<file path="config.mk">
export PLATFORM = sky130hd
export DESIGN_NAME = at_command_mask_toggler_flat
export DESIGN_NICKNAME = d
export VERILOG_FILES = /design/src/hw/rtl/atcmt_pkg.sv /design/src/hw/rtl/atcmt_if.sv /design/src/hw/rtl/at_command_mask_toggler.sv /design/src/hw/rtl/atcmt_core.sv /design/src/hw/rtl/atcmt_out_reg.sv /design/src/flat_wrapper.sv
export VERILOG_INCLUDE_DIRS = /design/src /design/src/hw/rtl
export SDC_FILE = /design/constraint.sdc
export NUM_CORES = 1
export LEC_CHECK = 0
export ABC_CLOCK_PERIOD_IN_PS = 3150
export BUFFER_PORTS_ARGS = -buffer_cell sky130_fd_sc_hd__buf_2
export CORE_UTILIZATION = 31
export CTS_CLUSTER_DIAMETER = 60
export CTS_CLUSTER_SIZE = 40
export DETAILED_ROUTE_END_ITERATION = 12
export PLACE_DENSITY_LB_ADDON = 0.05
export SYNTH_ARGS = -nofsm -noshare
export SYNTH_HDL_FRONTEND = slang
export SYNTH_HIERARCHICAL = 1
export SYNTH_SLANG_ARGS = --single-unit
</file>
<file path="constraint.sdc">
create_clock -name clk -period 3.15 [get_ports clk]
set_input_delay 0.4725 -clock clk [delete_from_list [all_inputs] [get_ports clk]]
set_output_delay 0.4725 -clock clk [all_outputs]
set_load 0.005 [all_outputs]
</file>
<file path="src/hw/rtl/at_command_mask_toggler_defines.svh">
// ----------------------------------------------------------------------------
// at_command_mask_toggler_defines.svh
// Assertion macros shared by the AT command mask toggler RTL
// ----------------------------------------------------------------------------
`ifndef AT_COMMAND_MASK_TOGGLER_DEFINES_SVH
`define AT_COMMAND_MASK_TOGGLER_DEFINES_SVH

// same-cycle implication, clocked on clk, quiet while arst_n is low
`define ATCMT_ASSERT_IMP(label, ante, cons, msg) \
	label: assert property (@(posedge clk) disable iff (!arst_n) (ante) |-> (cons)) \
		else $error(msg);

// next-cycle implication, clocked on clk, quiet while arst_n is low
`define ATCMT_ASSERT_NXT(label, ante, cons, msg) \
	label: assert property (@(posedge clk) disable iff (!arst_n) (ante) |=> (cons)) \
		else $error(msg);

`endif

</file>
<file path="src/hw/rtl/atcmt_pkg.sv">
`timescale 1ns / 1ps
// ----------------------------------------------------------------------------
// atcmt_pkg
// Types and constants of the AT command mask toggler
// ----------------------------------------------------------------------------
package atcmt_pkg;

	localparam int unsigned BYTE_W   = 8;
	localparam int unsigned MASK_W   = 32;
	localparam int unsigned LINE_MAX = 32;
	localparam int unsigned LEN_W    = 6;
	localparam int unsigned BIT_W    = 5;

	// character codes
	localparam logic [BYTE_W-1:0] CH_LF    = 8'd10;
	localparam logic [BYTE_W-1:0] CH_CR    = 8'd13;
	localparam logic [BYTE_W-1:0] CH_A     = 8'h41;
	localparam logic [BYTE_W-1:0] CH_T     = 8'h54;
	localparam logic [BYTE_W-1:0] CH_PLUS  = 8'h2B;
	localparam logic [BYTE_W-1:0] CH_ZERO  = 8'h30;
	localparam logic [BYTE_W-1:0] CH_NINE  = 8'h39;

	localparam logic [LEN_W-1:0] PREFIX_LEN = 6'd3;
	localparam logic [LEN_W-1:0] MIN_LEN    = 6'd4;

	// one result word
	typedef struct packed {
		logic [MASK_W-1:0] mask;
		logic              executed;
		logic              overflow;
	} res_t;

	// expected character at each prefix position
	function automatic logic [BYTE_W-1:0] prefix_char(input logic [1:0] pos);
		logic [BYTE_W-1:0] c;
		unique case (pos)
			2'd0:    c = CH_A;
			2'd1:    c = CH_T;
			default: c = CH_PLUS;
		endcase
		return c;
	endfunction

endpackage

</file>
<file path="src/hw/rtl/atcmt_if.sv">
`timescale 1ns / 1ps
// ----------------------------------------------------------------------------
// atcmt_if
// Handshake channels of the AT command mask toggler
// ----------------------------------------------------------------------------

// received byte channel
interface atcmt_rx_if import atcmt_pkg::*; ();
	logic              valid;
	logic              ready;
	logic [BYTE_W-1:0] rx_byte;
	modport source (output valid, output rx_byte, input ready);
	modport sink   (input valid, input rx_byte, output ready);
endinterface

// result channel
interface atcmt_res_if import atcmt_pkg::*; ();
	logic              valid;
	logic              ready;
	logic [MASK_W-1:0] enable_mask;
	logic              line_executed;
	logic              overflow_discard;
	modport source (output valid, output enable_mask, output line_executed,
		output overflow_discard, input ready);
	modport sink   (input valid, input enable_mask, input line_executed,
		input overflow_discard, output ready);
endinterface

// off id write channel
interface atcmt_cfg_if import atcmt_pkg::*; ();
	logic              valid;
	logic              ready;
	logic [BYTE_W-1:0] off_id;
	modport source (output valid, output off_id, input ready);
	modport sink   (input valid, input off_id, output ready);
endinterface

</file>
<file path="src/hw/rtl/at_command_mask_toggler.sv">
`timescale 1ns / 1ps
// ----------------------------------------------------------------------------
// at_command_mask_toggler
// Gathers AT+ command lines byte by byte and toggles bits of an enable mask
// ----------------------------------------------------------------------------
// channel  dir  payload                                        handshake
// rx       in   rx_byte[7:0]                                   valid/ready
// cfg      in   off_id[7:0]                                    valid/ready
// res      out  enable_mask[31:0], line_executed, overflow     valid/ready
//
// one byte per cycle sustained while res.ready stays high; the result word is
// registered (input register, then result register)
// reset clears the line state, the mask and off_id to zero (prefix flag set)
// a stalled result holds the input register; rx.ready drops only when both
// the input register and the result register are full and res.ready is low
module at_command_mask_toggler import atcmt_pkg::*; (
	input  logic        clk,
	input  logic        arst_n,
	atcmt_rx_if.sink    rx,
	atcmt_cfg_if.sink   cfg,
	atcmt_res_if.source res
);

	logic              valid_s1;
	logic [BYTE_W-1:0] byte_s1;
	logic              can_load;
	logic              step;
	res_t              result;

	assign step     = valid_s1 && can_load;
	assign rx.ready = !valid_s1 || can_load;

	// input register
	always_ff @(posedge clk or negedge arst_n) begin
		if (!arst_n) begin
			valid_s1 <= 1'b0;
		end else if (rx.valid && rx.ready) begin
			valid_s1 <= 1'b1;
		end else if (step) begin
			valid_s1 <= 1'b0;
		end
	end

	always_ff @(posedge clk) begin
		if (rx.valid && rx.ready) begin
			byte_s1 <= rx.rx_byte;
		end
	end

	// line parser and mask state
	atcmt_core u_core (
		.clk     (clk),
		.arst_n  (arst_n),
		.cfg     (cfg),
		.step    (step),
		.byte_s1 (byte_s1),
		.result  (result)
	);

	// result register
	atcmt_out_reg u_out (
		.clk      (clk),
		.arst_n   (arst_n),
		.load     (step),
		.d        (result),
		.can_load (can_load),
		.res      (res)
	);

endmodule

</file>
<file path="src/hw/rtl/atcmt_core.sv">
`timescale 1ns / 1ps
// ----------------------------------------------------------------------------
// atcmt_core
// Line state, number parsing and mask update for one byte per step
// ----------------------------------------------------------------------------
`include "at_command_mask_toggler_defines.svh"

module atcmt_core import atcmt_pkg::*; (
	input  logic              clk,
	input  logic              arst_n,
	atcmt_cfg_if.sink         cfg,
	input  logic              step,
	input  logic [BYTE_W-1:0] byte_s1,
	output res_t              result
);

	logic [LEN_W-1:0]  len_q, len_d;
	logic              prefix_ok_q, prefix_ok_d;
	logic [BYTE_W-1:0] acc_q, acc_d;
	logic              in_num_q, in_num_d;
	logic              pclear_q, pclear_d;
	logic [MASK_W-1:0] ptog_q, ptog_d;
	logic [MASK_W-1:0] mask_q, mask_d;
	logic [BYTE_W-1:0] off_id_q;

	logic              is_term;
	logic              is_digit;
	logic              n_is_off;
	logic              fin_clear;
	logic [MASK_W-1:0] fin_tog;
	logic              end_clear;
	logic [MASK_W-1:0] end_tog;
	logic [BYTE_W-1:0] acc_x10;

	// config register, always ready
	assign cfg.ready = 1'b1;

	always_ff @(posedge clk or negedge arst_n) begin
		if (!arst_n) begin
			off_id_q <= '0;
		end else if (cfg.valid) begin
			off_id_q <= cfg.off_id;
		end
	end

	// byte classes and number completion
	always_comb begin
		is_term   = (byte_s1 == CH_LF) || (byte_s1 == CH_CR);
		is_digit  = (byte_s1 >= CH_ZERO) && (byte_s1 <= CH_NINE);
		acc_x10   = BYTE_W'({acc_q, 3'b000}) + BYTE_W'({acc_q, 1'b0});
		n_is_off  = (acc_q == off_id_q);
		fin_clear = pclear_q || n_is_off;
		if (n_is_off) begin
			fin_tog = '0;
		end else if (acc_q[BYTE_W-1:BIT_W] == '0) begin
			fin_tog = ptog_q ^ (MASK_W'(1) << acc_q[BIT_W-1:0]);
		end else begin
			fin_tog = ptog_q;
		end
		end_clear = in_num_q ? fin_clear : pclear_q;
		end_tog   = in_num_q ? fin_tog : ptog_q;
	end

	// next state for one byte
	always_comb begin
		len_d       = len_q;
		prefix_ok_d = prefix_ok_q;
		acc_d       = acc_q;
		in_num_d    = in_num_q;
		pclear_d    = pclear_q;
		ptog_d      = ptog_q;
		mask_d      = mask_q;
		result.executed = 1'b0;
		result.overflow = 1'b0;
		if (is_term) begin
			if (len_q != '0) begin
				if ((len_q >= MIN_LEN) && prefix_ok_q) begin
					mask_d = end_clear ? end_tog : (mask_q ^ end_tog);
					result.executed = 1'b1;
				end
				len_d       = '0;
				prefix_ok_d = 1'b1;
				acc_d       = '0;
				in_num_d    = 1'b0;
				pclear_d    = 1'b0;
				ptog_d      = '0;
			end
		end else if (len_q < LEN_W'(LINE_MAX)) begin
			if (len_q < PREFIX_LEN) begin
				if (byte_s1 != prefix_char(len_q[1:0])) begin
					prefix_ok_d = 1'b0;
				end
			end else if (is_digit) begin
				acc_d    = acc_x10 + (byte_s1 - CH_ZERO);
				in_num_d = 1'b1;
			end else if (in_num_q) begin
				pclear_d = fin_clear;
				ptog_d   = fin_tog;
				acc_d    = '0;
				in_num_d = 1'b0;
			end
			len_d = len_q + 6'd1;
		end else begin
			len_d       = '0;
			prefix_ok_d = 1'b1;
			acc_d       = '0;
			in_num_d    = 1'b0;
			pclear_d    = 1'b0;
			ptog_d      = '0;
			result.overflow = 1'b1;
		end
		result.mask = mask_d;
	end

	// state registers
	always_ff @(posedge clk or negedge arst_n) begin
		if (!arst_n) begin
			len_q       <= '0;
			prefix_ok_q <= 1'b1;
			acc_q       <= '0;
			in_num_q    <= 1'b0;
			pclear_q    <= 1'b0;
			ptog_q      <= '0;
			mask_q      <= '0;
		end else if (step) begin
			len_q       <= len_d;
			prefix_ok_q <= prefix_ok_d;
			acc_q       <= acc_d;
			in_num_q    <= in_num_d;
			pclear_q    <= pclear_d;
			ptog_q      <= ptog_d;
			mask_q      <= mask_d;
		end
	end

	// checks
	`ATCMT_ASSERT_IMP(a_exec_xor_ovf, step, !(result.executed && result.overflow), "executed and overflow together")
	`ATCMT_ASSERT_NXT(a_ovf_clears, step && result.overflow, (len_q == '0) && !in_num_q && (ptog_q == '0), "overflow left line state")
	`ATCMT_ASSERT_NXT(a_len_count, step && !is_term && (len_q < LEN_W'(LINE_MAX)), len_q == $past(len_q) + 6'd1, "line length did not advance")
	`ATCMT_ASSERT_NXT(a_mask_hold, !step, $stable(mask_q), "mask changed without a byte")

endmodule

</file>
<file path="src/hw/rtl/atcmt_out_reg.sv">
`timescale 1ns / 1ps
// ----------------------------------------------------------------------------
// atcmt_out_reg
// Result register driving the result channel
// ----------------------------------------------------------------------------
module atcmt_out_reg import atcmt_pkg::*; (
	input  logic       clk,
	input  logic       arst_n,
	input  logic       load,
	input  res_t       d,
	output logic       can_load,
	atcmt_res_if.source res
);

	logic valid_q;
	res_t data_q;

	// free when empty or when the held word leaves this cycle
	assign can_load = !valid_q || res.ready;

	always_ff @(posedge clk or negedge arst_n) begin
		if (!arst_n) begin
			valid_q <= 1'b0;
		end else if (load) begin
			valid_q <= 1'b1;
		end else if (res.ready) begin
			valid_q <= 1'b0;
		end
	end

	// payload
	always_ff @(posedge clk) begin
		if (load) begin
			data_q <= d;
		end
	end

	assign res.valid            = valid_q;
	assign res.enable_mask      = data_q.mask;
	assign res.line_executed    = data_q.executed;
	assign res.overflow_discard = data_q.overflow;

endmodule

</file>
<file path="src/flat_wrapper.sv">
// flat-port wrapper written by rule: the top's interface ports become plain ports
module at_command_mask_toggler_flat import atcmt_pkg::*;
  (clk, arst_n, rx_valid, rx_rx_byte, rx_ready, cfg_valid, cfg_off_id, cfg_ready, res_valid, res_enable_mask, res_line_executed, res_overflow_discard, res_ready);
  atcmt_rx_if rx_i ();
  atcmt_cfg_if cfg_i ();
  atcmt_res_if res_i ();
  input  logic clk;
  input  logic arst_n;
  input wire logic [$bits(rx_i.valid)-1:0] rx_valid;
  input wire logic [$bits(rx_i.rx_byte)-1:0] rx_rx_byte;
  output wire logic [$bits(rx_i.ready)-1:0] rx_ready;
  input wire logic [$bits(cfg_i.valid)-1:0] cfg_valid;
  input wire logic [$bits(cfg_i.off_id)-1:0] cfg_off_id;
  output wire logic [$bits(cfg_i.ready)-1:0] cfg_ready;
  output wire logic [$bits(res_i.valid)-1:0] res_valid;
  output wire logic [$bits(res_i.enable_mask)-1:0] res_enable_mask;
  output wire logic [$bits(res_i.line_executed)-1:0] res_line_executed;
  output wire logic [$bits(res_i.overflow_discard)-1:0] res_overflow_discard;
  input wire logic [$bits(res_i.ready)-1:0] res_ready;
  assign rx_i.valid = rx_valid;
  assign rx_i.rx_byte = rx_rx_byte;
  assign rx_ready = rx_i.ready;
  assign cfg_i.valid = cfg_valid;
  assign cfg_i.off_id = cfg_off_id;
  assign cfg_ready = cfg_i.ready;
  assign res_valid = res_i.valid;
  assign res_enable_mask = res_i.enable_mask;
  assign res_line_executed = res_i.line_executed;
  assign res_overflow_discard = res_i.overflow_discard;
  assign res_i.ready = res_ready;
  at_command_mask_toggler u_core (.clk(clk), .arst_n(arst_n), .rx(rx_i), .cfg(cfg_i), .res(res_i));
endmodule
</file>
== Word level (Yosys, flattened, before mapping) ==
Index checks and enable logic that the tools add are counted.
Storage, ports and cells
  flip-flop bits (word level): 133
  output and inout port bits: 37
Cells by class
  bitwise gates (word level): 2
  $add $sub $neg: 4
  multiplexer cells: 46
  $lt $le $gt $ge: 5
  equality and inequality tests: 11
  reductions and logical operators: 21
  shifts and indexed selects: 1
Operators with widths (number)
  32-bit 2-to-1 mux: 12
  8-bit 2-to-1 mux: 9
  32-bit bitwise XOR: 2
  1-bit by 5-bit left shift with 32-bit output, first input constant: 1
  1-bit 2-to-1 mux: 21
  6-bit 2-to-1 mux: 3
  8-bit adder: 2
  8-bit by 4-bit == test with 1-bit output, second input constant: 2
  7-bit one-hot mux with 2 select lines: 1
  4-bit AND reduction: 3
  8-bit == test: 1
  8-bit by 6-bit greater-or-equal comparator with 1-bit output, second input constant: 1
  8-bit by 6-bit less-or-equal comparator with 1-bit output, second input constant: 1
  8-bit != test: 1
  8-bit by 6-bit subtractor with 8-bit output, second input constant: 1
  6-bit by 1-bit adder with 6-bit output, second input constant: 1
  6-bit by 3-bit greater-or-equal comparator with 1-bit output, second input constant: 1
  6-bit by 2-bit < comparator with 1-bit output, second input constant: 1
  6-bit < comparator, second input constant: 1
  3-bit by 2-bit != test with 1-bit output, second input constant: 2
  3-bit != test, second input constant: 2
  6-bit nonzero test: 1
  1-bit logical AND: 4
  1-bit logical OR: 4
  9 further kinds: 12

== Longest topological paths before layout ==
  depth after elaboration: 10
  depth in mapped cells: 11

== By module ==
The synthesis kept the hierarchy.
Modules (own cells, without submodules)
  atcmt_core: cells each 690, seq. area each 2228.4 µm², area an instance 6780.3 µm², times used 1
  atcmt_out_reg: cells each 37, seq. area each 1046.0 µm², area an instance 1068.5 µm², times used 1
  at_command_mask_toggler: cells each 13, seq. area each 265.3 µm², area an instance 300.3 µm², times used 1

== Least setup slack after synthesis ==
No wires, ideal clock.
  kind: input-to-reg
  start point: in res_ready
  end point: reg u_core.u_core.mask_q[17]
  data arrival time: 2.871 ns
  setup slack: 0.153 ns
  cell stages on the path: 8
  library setup time: 0.126 ns
  cell sequence: nand2b_4 and2_1 clkbuf_1 inv_1 or3_1 buf_2 buf_6 a221o_1
On the way
  longest elaborated chain between the ends: 2
Ends and longest elaborated chain
  start, declared: line flat_wrapper.sv:19  | input wire logic [$bits(res_i.ready)-1:0] res_ready;
  1-bit logical OR: line atcmt_out_reg.sv:19  | assign can_load = !valid_q || res.ready;
  1-bit logical AND: line at_command_mask_toggler.sv:30  | assign step = valid_s1 && can_load;
  net u_core.step: line at_command_mask_toggler.sv:27  | logic step;
  end signal, assigned: line atcmt_core.sv:132  | mask_q <= mask_d;
  end, declared: line atcmt_core.sv:23  | logic [MASK_W-1:0] mask_q, mask_d;
The timed path passes the listed nets, and every way through them passes these cells.
A chain may end at the register's enable or synchronous reset.

== Worst setup path in the final report ==
  start point: reg u_core.byte_s1[3]
  end point: reg u_core.u_core.acc_q[7]
On the way
  longest elaborated chain between the ends: 6
  elaborated cells on any way between the ends: 16
  those cells by class: 2 x add/sub; 2 x order compare; 5 x eq/ne; 4 x mux; 3 x reduce/logical
Ends and longest elaborated chain
  start, declared: line at_command_mask_toggler.sv:25  | logic [BYTE_W-1:0] byte_s1;
  start signal, assigned: line at_command_mask_toggler.sv:46  | byte_s1 <= rx.rx_byte;
  8-bit by 6-bit subtractor with 8-bit output, or another cell as far along: line atcmt_core.sv:94  | acc_d = acc_x10 + (byte_s1 - CH_ZERO);
  8-bit adder or 1-bit logical AND (tied branches): line atcmt_core.sv:94, atcmt_core.sv:49
  8-bit 2-to-1 mux: line atcmt_core.sv:93  | end else if (is_digit) begin
  8-bit 2-to-1 mux: line atcmt_core.sv:89  | if (len_q < PREFIX_LEN) begin
  8-bit 2-to-1 mux: line atcmt_core.sv:88  | end else if (len_q < LEN_W'(LINE_MAX)) begin
  8-bit 2-to-1 mux: line atcmt_core.sv:75  | if (is_term) begin
  end signal, assigned: line atcmt_core.sv:120  | acc_q <= '0;
  end signal, assigned: line atcmt_core.sv:128  | acc_q <= acc_d;
  end, declared: line atcmt_core.sv:19  | logic [BYTE_W-1:0] acc_q, acc_d;
Parallel ways exist; a longest one is shown, timed or not. The select of a mux whose other input is x is not followed.

==> results.md <==
- The run finished with clean final reports.
- The worst path uses 89.79% of the clock period.
- The congestion estimate from routability-driven global placement came to 0.7909.
- In this run, synthesis inferred 42 flip-flops with an integrated enable.
- The post-synthesis to final-layout area growth is 14.71%.
- The library cell used most frequently in the layout, excluding fill and tap cells, is sky130_fd_sc_hd__dfrtp_1.
- The clock sink total is 133.
- The number of nets in the finished design is 830.
- The number of gates resized after CTS was 0.
- The wire length of the first global-routing pass is 38.26 mm.
- The startpoint of the worst-slack reg-to-reg timing path is u_core/byte_s1[3]$_DFFE_PP_.
- Clock latency on the worst-skew pair, taken at its later pin, is 420 ps.
- The maximum buffer depth of the clock tree is 2.
- Summed over all cells, the static leakage comes to 3.443 nW.
- In the layout the commonest cells are 90 x sky130_fd_sc_hd__dfrtp_1, 69 x sky130_fd_sc_hd__nand3_1, 55 x sky130_fd_sc_hd__buf_2.
- The first-iteration detailed-routing DRC count is 393.
- The cell count after placement is 1101.
- After synthesis, the share of flip-flops with an asynchronous set or reset is 68.42%.
- Measured along the x axis, the die boundary spans 164.1 µm.
- Static timing analysis puts the maximum clock frequency at 353.5 MHz.
- The worst endpoint data arrival time is 3130 ps.
- The via density per instance is 5.620.
- The cell area power density is 630.7 nW/µm².
- The predominant post-synthesis flop cell is sky130_fd_sc_hd__dfrtp_1.
- The total power consumption of the routed design is 5.895 mW.
- Summed over all layers, the global routing overflow is 0.
- The initial antenna violation count was 0.
- The worst voltage drop across the vdd grid is 0.3329 mV.
- The number of ports placed on the die boundary is 58.
- The floorplan step defined a die boundary enclosing 26940 µm².
- The number of clock buffers added by TritonCTS is 17.
- The count of antenna-violating nets left after detailed routing is 0.
- The number of instances in the synthesized netlist is 740.
- Clock-pin slew was measured on the worst setup and hold paths at 60 ps.
- The worst setup path is launched from a register.
- The type of destination of the critical path is a register.
- The pin count of the biggest net entering global routing is 52.
- After synthesis, flip-flops and latches occupy 43.44% of the total area.
- The antenna diode instance count is 0.
- The distinct cell type count of the synthesized netlist is 75.
- Clock tree synthesis selected as its root buffer the cell sky130_fd_sc_hd__clkbuf_16.
- The final cell utilization of the core is 36.70%.
- The count of synthesis-stage warnings from yosys is 6.
- The number of synthesized register bits is 133.
- The pre-antenna-repair detailed-routing pass consisted of 5 iterations.
- For flop-to-flop paths, the worst setup slack is 320 ps.
- The number of failing hold endpoints at the final stage is 0.
- The path class of the lowest-slack min-delay path is input pin to asynchronous set/reset pin.
- TritonCTS built the clock tree.
- The wire length per cell after detailed routing is 21.31 µm.
- The number of cells traversed by the worst register-to-register path is 10.
- The number of buffers inserted to repair setup after CTS is 0.
- The HPWL after detailed placement is 15.20 mm.
- Summing all non-filler instances in the final layout gives an area of 9348 µm².
- After floorplanning, the core was sized to cover 25470 µm².
- Setup repair after global routing left no endpoint under its margin.
- The number of buffer cells added on primary ports is 56.
- After detailed routing, the number of remaining DRC violations is 0.
- The capture instance of the worst register-to-register path is u_core/u_core/acc_q[7]$_DFFE_PN0P_.
- The minimum period implied by the final worst setup slack is 2828 ps.
- The share of layout cells above drive strength 1 is 19.55%.
- In this run, post-CTS hold repair placed 0 buffers.
- The total via count in the routed design is 6368.
- The required time reported for the critical path endpoint is 3450 ps.
- Once placement finished, the instance area stood at 8818 µm².
- The worst-case clock skew is 12.07 ps.
- The average size of a mapped cell is 11.01 µm².
- After floorplanning, the core was divided into 58 placement rows.
- The die boundary height is 164.1 µm.
- The worst slew margin relative to its limit is 27.24%.
- The number of max-slew violations in the final report is 0.
- The number of nets produced by synthesis is 780.
- After synthesis the cells add up to 8149 µm².
- The critical path starts at u_core/byte_s1[3]$_DFFE_PP_.
- The count of cells in the finished layout, fillers not included, comes to 1133.
- Max-cap violations in this run came to 0.
- The worst setup path category is register to register.
- The number of global-route vias before repair came to 6694.
- The global routing usage summed across all routing layers is 18.79%.
- Setup total negative slack on the finished layout was measured at 0 ps.
- The number of endpoints failing setup at the final stage is 0.
- The largest fanout of any net on the critical path is 6.
- The routed design has 24.14 mm of wire.
- The number of levels in the clock H-tree is 4.
- The slew at the pin with the worst max-slew slack is 1091 ps.
- The starting density of the core is 31.99%.
## Yosys cell counts (all sizes together) (5+ instances only)
library cell	number	area share, %
mux2i	7	0.86
nor4b	13	1.6
nor3	9	0.75
nand3	70	4.4
buf	30	2.2
o21ai	28	1.9
clkbuf	26	1.2
inv	21	0.97
xor2	34	3.7
nor3b	5	0.52
o221ai	22	2.4
a221o	38	4.7
edfxtp	42	15
mux2	8	1.1
o2bb2ai	21	2.3
o211ai	16	1.6
nor2	37	1.9
xnor2	25	2.7
nand4b	16	1.7
ha	14	2.1
and3	30	2.3
nor2b	5	0.38
xor3	17	5.0
dfrtp	90	28
a21o	6	0.55
a21oi	6	0.41
fa	5	1.2
nand2	41	1.9
o41ai	12	1.3
## per-layer routing
metal	GRT usage, %	wire length (µm)	up-vias
met5	0	0	-
met4	5.008	285	0
met3	2.929	1105	22
met2	30.67	11430	192
met1	25.73	11320	3220
li1	-	-	2934
## critical path, cell delays in order, from the launching register on
cell and delay (ps):
sky130_fd_sc_hd__edfxtp_1 480, sky130_fd_sc_hd__inv_1 100, sky130_fd_sc_hd__fa_1 540, sky130_fd_sc_hd__inv_1 40
sky130_fd_sc_hd__ha_1 280, sky130_fd_sc_hd__ha_1 230, sky130_fd_sc_hd__fa_1 400, sky130_fd_sc_hd__a21o_1 190
sky130_fd_sc_hd__a21oi_1 170, sky130_fd_sc_hd__xnor2_1 90, sky130_fd_sc_hd__a22o_1 190
## registers in the layout (all words and copies together) (netlist names), 6 cells and up
signal	cells
u_core/u_core/len_q	6
u_core/byte_s1	8
u_core/u_core/off_id_q	8
u_core/u_core/acc_q	8
u_core/u_core/ptog_q	32
u_core/u_core/mask_q	32
u_core/u_out/res.enable_mask	32
## where the power goes
group | switching [mW] | internal, mW
Combinational | 1.21 | 0.718
Clock | 0.810 | 1.02
Sequential | 0.203 | 1.94
Total | 2.22 | 3.68
## layout make-up
cell class | instances | area (µm²)
clock buffers | 19 | 442.9
well taps | 330 | 412.9
multi-input cells | 530 | 4259
inverters | 21 | 78.83
repair buffers | 87 | 528.0
flip-flops and latches | 133 | 3540
clock inverters | 13 | 86.33
fillers | 2491 | 16120
## per-stage QoR
stage,worst slack [ps],hold slack (ps)
after floorplan,152.8,176.9
after global placement,348.8,516.3
after detailed placement,328.3,521.3
after CTS,313.8,72.96
after global routing,146.3,89.78
final,321.5,64.95
## cell families (layout without fill, tap and decap cells)
family	count (synthesis)	after routing	share of synthesized area, %
AND/OR/NAND/NOR	253	253	18.49
flip-flops	133	133	43.44
adder cells (fa/ha/maj)	19	19	3.378
multiplexers	15	15	1.965
XOR/XNOR	76	76	11.30
AO/OA/AOI/OAI	166	166	17.00
buffers and inverters	77	140	4.391
other	1	1	0.04602
## worst max-delay path by stage
stage | end | slack [ps] | depth (start not counted)
after detailed placement | u_core/u_core/acc_q[7]$_DFFE_PN0P_ | 330 | 10
after floorplan | u_core/u_core/mask_q[17]$_DFFE_PN0P_ | 150 | 8
final | u_core/u_core/acc_q[7]$_DFFE_PN0P_ | 320 | 10
after global routing | u_core/u_core/acc_q[7]$_DFFE_PN0P_ | 150 | 10
after CTS | u_core/u_core/acc_q[7]$_DFFE_PN0P_ | 310 | 10
after global placement | u_core/u_core/acc_q[7]$_DFFE_PN0P_ | 350 | 10
(Power assumes the default switching activity.)
